`src/design/kbrkt_pkg.sv`:
```
// kbrkt_pkg: shared types and constants for the keyboard report key table.
// No dependencies; imported by every module of the block.
`default_nettype none

package kbrkt_pkg;

    localparam int KEY_SLOTS_DEF = 6;
    localparam int SHOWN_SLOTS   = 6;
    localparam int CODE_W        = 8;
    localparam int MOD_BITS      = 8;
    localparam int MOD_SEL_W     = 3;

    typedef enum logic [1:0] {
        OP_QUERY_KEY = 2'd0,
        OP_WRITE_KEY = 2'd1,
        OP_QUERY_MOD = 2'd2,
        OP_WRITE_MOD = 2'd3
    } t_op;

    typedef enum logic {
        ST_OK      = 1'b0,
        ST_BAD_MOD = 1'b1
    } t_status;

    typedef struct packed {
        t_op              operation;
        logic [7:0]       usage_code;
        logic [7:0]       modifier_index;
        logic             press;
        logic             buffer_select;
    } t_in_word;

    typedef struct packed {
        t_status          status;
        logic             found;
        logic [7:0]       modifier_byte;
        logic [7:0]       slot_zero;
        logic [7:0]       slot_one;
        logic [7:0]       slot_two;
        logic [7:0]       slot_three;
        logic [7:0]       slot_four;
        logic [7:0]       slot_five;
    } t_out_word;

    // broadcast to every slot cell
    typedef struct packed {
        logic              en;
        logic              wr_key;
        logic              press;
        logic              sel;
        logic [CODE_W-1:0] code;
    } t_cell_cmd;

    // left-to-right link between neighboring cells
    typedef struct packed {
        logic done;
        logic shift;
        logic found;
    } t_link;

    typedef struct packed {
        t_status             status;
        logic                found;
        logic [MOD_BITS-1:0] next_byte;
    } t_mod_res;

endpackage

`default_nettype wire

```
`src/design/kbrkt_cell.sv`:
```
// kbrkt_cell: one key slot position, holding that slot for both reports.
// Depends on kbrkt_pkg; chained by keyboard_report_key_table.
`default_nettype none

module kbrkt_cell
    import kbrkt_pkg::*;
(
    input  wire logic              i_clk,
    input  wire logic              i_rst_n,
    input  wire t_cell_cmd         i_cmd,
    input  wire t_link             i_link,
    input  wire logic [CODE_W-1:0] i_right_slot,
    output t_link                  o_link,
    output logic [CODE_W-1:0]      o_cur_slot,
    output logic [CODE_W-1:0]      o_next_slot
);

    logic [CODE_W-1:0] r_slot [2];
    logic [CODE_W-1:0] cur;
    logic [CODE_W-1:0] n_slot;
    logic              hit;
    logic              empty;
    logic              fill;
    logic              take;

    always_comb begin
        cur   = r_slot[i_cmd.sel];
        hit   = (cur == i_cmd.code);
        empty = (cur == '0);
        fill  = !i_link.done && empty;
        take  = i_link.shift || hit;
        n_slot = cur;
        if (i_cmd.wr_key) begin
            if (i_cmd.press) begin
                if (fill) begin
                    n_slot = i_cmd.code;
                end
            end else if (take) begin
                n_slot = i_right_slot;
            end
        end
        o_link.done  = i_link.done || empty || hit;
        o_link.shift = take;
        o_link.found = i_link.found || hit;
    end

    assign o_cur_slot  = cur;
    assign o_next_slot = n_slot;

    always_ff @(posedge i_clk) begin
        if (!i_rst_n) begin
            r_slot[0] <= '0;
            r_slot[1] <= '0;
        end else if (i_cmd.en) begin
            r_slot[i_cmd.sel] <= n_slot;
        end
    end

endmodule

`default_nettype wire

```
`src/design/kbrkt_mod.sv`:
```
// kbrkt_mod: modifier bytes of both reports and the bit query/write logic.
// Depends on kbrkt_pkg; instantiated by keyboard_report_key_table.
`default_nettype none

module kbrkt_mod
    import kbrkt_pkg::*;
(
    input  wire logic i_clk,
    input  wire logic i_rst_n,
    input  wire logic i_en,
    input  wire t_in_word i_word,
    output t_mod_res  o_res
);

    logic [MOD_BITS-1:0] r_mod [2];
    logic [MOD_BITS-1:0] cur;
    logic [MOD_BITS-1:0] bit_mask;
    logic                bad;

    always_comb begin
        cur      = r_mod[i_word.buffer_select];
        bad      = |i_word.modifier_index[7:MOD_SEL_W];
        bit_mask = MOD_BITS'(1) << i_word.modifier_index[MOD_SEL_W-1:0];
        o_res.status    = ST_OK;
        o_res.found     = 1'b0;
        o_res.next_byte = cur;
        unique case (i_word.operation)
            OP_QUERY_MOD: begin
                if (bad) begin
                    o_res.status = ST_BAD_MOD;
                end else begin
                    o_res.found = |(cur & bit_mask);
                end
            end
            OP_WRITE_MOD: begin
                if (bad) begin
                    o_res.status = ST_BAD_MOD;
                end else if (i_word.press) begin
                    o_res.next_byte = cur | bit_mask;
                end else begin
                    o_res.next_byte = cur & ~bit_mask;
                end
            end
            default: begin
            end
        endcase
    end

    always_ff @(posedge i_clk) begin
        if (!i_rst_n) begin
            r_mod[0] <= '0;
            r_mod[1] <= '0;
        end else if (i_en) begin
            r_mod[i_word.buffer_select] <= o_res.next_byte;
        end
    end

endmodule

`default_nettype wire

```
`src/design/keyboard_report_key_table.sv`:
```
// keyboard_report_key_table: top level, a row of slot cells plus the modifier unit.
// Depends on kbrkt_pkg, kbrkt_cell and kbrkt_mod.
//
//  channel | valid       | stall        | word
//  --------+-------------+--------------+-------------
//  in      | i_in_valid  | o_in_stall   | i_in_word
//  out     | o_out_valid | i_out_stall  | o_out_word
//
// One word per cycle unless the input stalls: the cell row resolves a key op
// combinationally, and its result is registered on the accepting edge.
// Reset clears both reports and the output valid.
// The input stalls only while a result sits in the output register and the
// output side stalls.
`default_nettype none

module keyboard_report_key_table
    import kbrkt_pkg::*;
#(
    parameter int KEY_SLOTS = KEY_SLOTS_DEF
) (
    input  wire logic     i_clk,
    input  wire logic     i_rst_n,
    input  wire logic     i_in_valid,
    output logic          o_in_stall,
    input  wire t_in_word i_in_word,
    output logic          o_out_valid,
    input  wire logic     i_out_stall,
    output t_out_word     o_out_word
);

    logic              accept;
    t_cell_cmd         cmd;
    t_link             link      [KEY_SLOTS+1];
    logic [CODE_W-1:0] cur_slot  [KEY_SLOTS+1];
    logic [CODE_W-1:0] next_slot [KEY_SLOTS];
    logic [CODE_W-1:0] shown     [SHOWN_SLOTS];
    t_mod_res          mod_res;
    t_out_word         n_out;
    logic              r_out_valid;
    t_out_word         r_out;

    assign o_in_stall = r_out_valid && i_out_stall;
    assign accept     = i_in_valid && !o_in_stall;

    always_comb begin
        cmd.en     = accept && (i_in_word.operation == OP_WRITE_KEY);
        cmd.wr_key = (i_in_word.operation == OP_WRITE_KEY);
        cmd.press  = i_in_word.press;
        cmd.sel    = i_in_word.buffer_select;
        cmd.code   = i_in_word.usage_code;
    end

    assign link[0]             = '0;
    assign cur_slot[KEY_SLOTS] = '0;

    for (genvar i = 0; i < KEY_SLOTS; i++) begin : g_cell
        kbrkt_cell u_cell (
            .i_clk        (i_clk),
            .i_rst_n      (i_rst_n),
            .i_cmd        (cmd),
            .i_link       (link[i]),
            .i_right_slot (cur_slot[i+1]),
            .o_link       (link[i+1]),
            .o_cur_slot   (cur_slot[i]),
            .o_next_slot  (next_slot[i])
        );
    end

    kbrkt_mod u_mod (
        .i_clk   (i_clk),
        .i_rst_n (i_rst_n),
        .i_en    (accept && (i_in_word.operation == OP_WRITE_MOD)),
        .i_word  (i_in_word),
        .o_res   (mod_res)
    );

    for (genvar j = 0; j < SHOWN_SLOTS; j++) begin : g_shown
        if (j < KEY_SLOTS) begin : g_real
            assign shown[j] = next_slot[j];
        end else begin : g_zero
            assign shown[j] = '0;
        end
    end

    always_comb begin
        n_out.status        = mod_res.status;
        n_out.found         = mod_res.found;
        if (i_in_word.operation == OP_QUERY_KEY) begin
            n_out.found = link[KEY_SLOTS].found;
        end
        n_out.modifier_byte = mod_res.next_byte;
        n_out.slot_zero     = shown[0];
        n_out.slot_one      = shown[1];
        n_out.slot_two      = shown[2];
        n_out.slot_three    = shown[3];
        n_out.slot_four     = shown[4];
        n_out.slot_five     = shown[5];
    end

    always_ff @(posedge i_clk) begin
        if (!i_rst_n) begin
            r_out_valid <= 1'b0;
        end else if (accept) begin
            r_out_valid <= 1'b1;
        end else if (!i_out_stall) begin
            r_out_valid <= 1'b0;
        end
    end

    always_ff @(posedge i_clk) begin
        if (accept) begin
            r_out <= n_out;
        end
    end

    assign o_out_valid = r_out_valid;
    assign o_out_word  = r_out;

endmodule

`default_nettype wire

```
`config.mk`:
```
export PLATFORM = sky130hd
export DESIGN_NAME = keyboard_report_key_table
export DESIGN_NICKNAME = d
export VERILOG_FILES = /design/src/design/kbrkt_pkg.sv /design/src/design/kbrkt_cell.sv /design/src/design/kbrkt_mod.sv /design/src/design/keyboard_report_key_table.sv
export SDC_FILE = /design/constraint.sdc
export NUM_CORES = 1
export LEC_CHECK = 0
export ABC_CLOCK_PERIOD_IN_PS = 6800
export BUFFER_PORTS_ARGS = -buffer_cell sky130_fd_sc_hd__buf_2
export CAP_MARGIN = 10
export CORE_MARGIN = 2
export CORE_UTILIZATION = 54
export CTS_CLUSTER_DIAMETER = 150
export CTS_CLUSTER_SIZE = 14
export DETAILED_ROUTE_END_ITERATION = 10
export HOLD_SLACK_MARGIN = 0.05
export PLACE_DENSITY = 0.76
export SETUP_SLACK_MARGIN = 0.5
export SYNTH_ARGS = -nofsm -noshare
export SYNTH_HDL_FRONTEND = slang
export SYNTH_SLANG_ARGS = --single-unit
```
`constraint.sdc`:
```
create_clock -name i_clk -period 6.8 [get_ports i_clk]
set_clock_uncertainty 0.1 [all_clocks]
set_input_delay 1.36 -clock i_clk [delete_from_list [all_inputs] [get_ports i_clk]]
set_output_delay 1.36 -clock i_clk [all_outputs]
set_load 0.01 [all_outputs]
```
==> impl_results.md <==
- Status: finished, final reports clean
- Detail Placement HPWL: 14,500 um
- Hold buffer count at CTS: 0
- Final ANT Viol Nets: 0
- Layout fillers: 1,276
- Top achievable clock speed: about 210 MHz
- WL final: 22,080 um
- Crit share post-route: between 70% and 80%
- Hold depth: 2
- Post_cts resized: 0
- Placer Congestion: between 0.9 and 1
- Vias in the first global route: approximately 6,600
- Longest Clk Path Bufs: 2
- Syn Inst Count: 794
- First-pass GRT wire length: 35,200 um
- Non-Filler Instances: 1,092
- DP Worst Slack: 1613 ps
- Post-synth EDFFs: 170
- Tot GR Track Use: 25.49%
- Drt pass-1 iters: 5
- Clk_lat worst skew: about 440 ps
- Fin crit period: 4821 ps
- Worst hold path class: reg -> reg
- Io pins: 84
- Peak VDD IR: 0.1809 mV
- # DRC: 0
- Yosys warns: 0
- Total die area: between 15,000 and 20,000 um^2
- CORE AREA: ~17,000 um^2
- Top FF cell, synth: edfxtp_1
- Root Buffer: clkbuf_16
- Unique cell type count in the Yosys netlist: slightly above 60
- Worst endpoint required time: 6850 ps
- Row count: 47
- Pin count of the biggest net entering global routing: 60
- Worst-path fanout max: between 50 and 60
- Share of cells above drive strength 1: between 20% and 30%
- Yosys reg bits: 171
- Max cap viols: 0
- Most common cell after layout, fill and taps aside: edfxtp_1
- Wl on met1: 9376 um
- Number of post-CTS setup repair buffers: 0
- DR top layer: met4
- Post-synthesis sequential area ratio: 55.50%
- Critical path class: in -> reg
- Final worst setup slack: 1979 ps
- Worst Reg-to-Reg Cells: 8
- Post-synth ARST share: 0%
- Port bufs: 83
- Worst EP arrival: about 5000 ps
- DP Cell Count: 1,060
- Setup Viol. Count Final: 0
- Initial Utilization: about 55%
- Routed wl met2: 10,210 um
- WL/cell: a little over 20 um
- Max-slew violations: 0
- RSZ-0062 raised after global routing: false
- Clk pin slew, worst setup/hold paths: ~70 ps
- CTS Sinks: 171
- TritonCTS Buffers: 17
- Startpoint Class: input port
- Avg Synthesized Cell Area: 11.63 um^2
- Chip Width: around 130 um
- 1st-iter DRT viols: 843
- Grt total ovfl: 0
- Relative slew slack: between 20 and 30%
- Vias/cell: 6.109
- Depth of the CTS H-tree: 4
- Nets: 883
- Most frequent cells in the layout: edfxtp_1 (170), buf_2 (82), nor2_1 (78), mux2i_1 (65), nand2_1 (65)
- DR vias: 6,671
- Worst slew pin tran: 1084 ps
- Post-synthesis net count: 818
- Fin. Hold Viols: 0
- Syn-to-layout area delta: 12.02%
- Setup TNS: 0 ps
- Ant. Diodes: 0
- Initial antenna violation count: 0
- Element type at the critical path end: register
- Cell area power density: around 240 nW/um^2
- Die H: 134.8 um
- CTS tree: done
- Mapped cell area: 9234 um^2
- Met3 wire length: 1982 um
- Leakage: slightly below 0.004 uW
-- kinds of logic (layout without fill, tap and decap cells) --
family,count (synthesis),in the layout,share of synthesized area (%)
buf+inv,76,154,3.902
mux,92,92,11.02
simple gates,260,260,14.04
xor+xnor,48,48,4.553
flops,171,171,55.50
compound gates,147,147,10.99
-- power by group --
part	total [uW]	leakage, uW	internal, uW	switching (uW)
clock network	975	0.000278	569	406
registers	1240	0.00174	1220	19.0
logic	305	0.00195	107	198
total	2520	0.00397	1900	623
-- through the flow --
step	power [uW]	utilization, %	hold slack, ps	instance area, um^2
finish	2521	62.15	576.6	10340
global route	2601	62.15	633.2	10340
CTS	2527	62.15	578.6	10340
detailed placement	1563	58.60	559.3	9752
global placement	1559	58.60	544.9	9752
floorplan	1473	-	555.1	9236
-- path summary, 6_finish.rpt --
path	start	endpoint	slack, ps
max	i_in_word[0]	g_cell[4].u_cell.r_slot[0][7]	1980
min	o_out_valid	o_out_valid	580
max reg2reg	g_cell[0].u_cell.r_slot[0][2]	o_out_word[26]	3520
min reg2reg	o_out_valid	o_out_valid	580
-- Yosys cell counts (all sizes together), types with 2 or more instances --
library cell,instances,share of area [%]
inv,31,1.3
nor4,23,2.0
nand3,26,1.5
a22oi,11,1.1
xor2,6,0.57
nor2,80,3.3
a21oi,39,2.3
mux2,16,2.0
o221ai,4,0.38
xnor2,42,4.0
and2,19,1.3
clkbuf,22,0.89
and3,7,0.53
nand2,68,2.8
mux2i,73,8.3
mux4,3,0.73
or4,7,0.57
a2bb2oi,5,0.81
nor2b,3,0.20
nor3,11,0.60
a221o,4,0.43
a21boi,4,0.33
a31oi,19,1.5
o21a,5,0.41
o22ai,16,1.1
nand4,2,0.14
nand3b,2,0.16
o211ai,8,0.65
edfxtp,170,55
or2,6,0.41
buf,22,1.7
o21ai,27,1.5
nor3b,3,0.30
-- sequential cells by signal, summed over array words and instances (netlist names) --
signal and cells:
o_out_valid 1, g_cell.u_cell.r_slot 96, o_out_word 58, u_mod.r_mod 16
-- per-layer routing --
layer  up-vias  global-route usage [%]
met2       344                   39.28
li1       3089                       -
met4         0                   10.23
met1      3191                   35.34
met3        47                   5.706
met5         -                       0
-- cell type report --
class | count | area (um^2) | share of cell area [%]
Tap cell | 220 | 275.3 | 2.661
Sequential cell | 171 | 5125 | 49.55
Multi-Input combinational cell | 547 | 3761 | 36.36
Clock buffer | 22 | 474.2 | 4.584
Clock inverter | 10 | 117.6 | 1.137
Inverter | 32 | 120.1 | 1.161
Timing Repair Buffer | 90 | 470.5 | 4.548
-- worst max-delay path: stages --
cell and delay, ps:
buf_4 630, buf_4 480, mux2i_1 520, xnor2_1 150, nor4_2 350, nand3_2 230, and2_1 340, a21oi_4 310
mux2i_1 340, a21oi_1 110
Power figures use the tool's default switching activity.
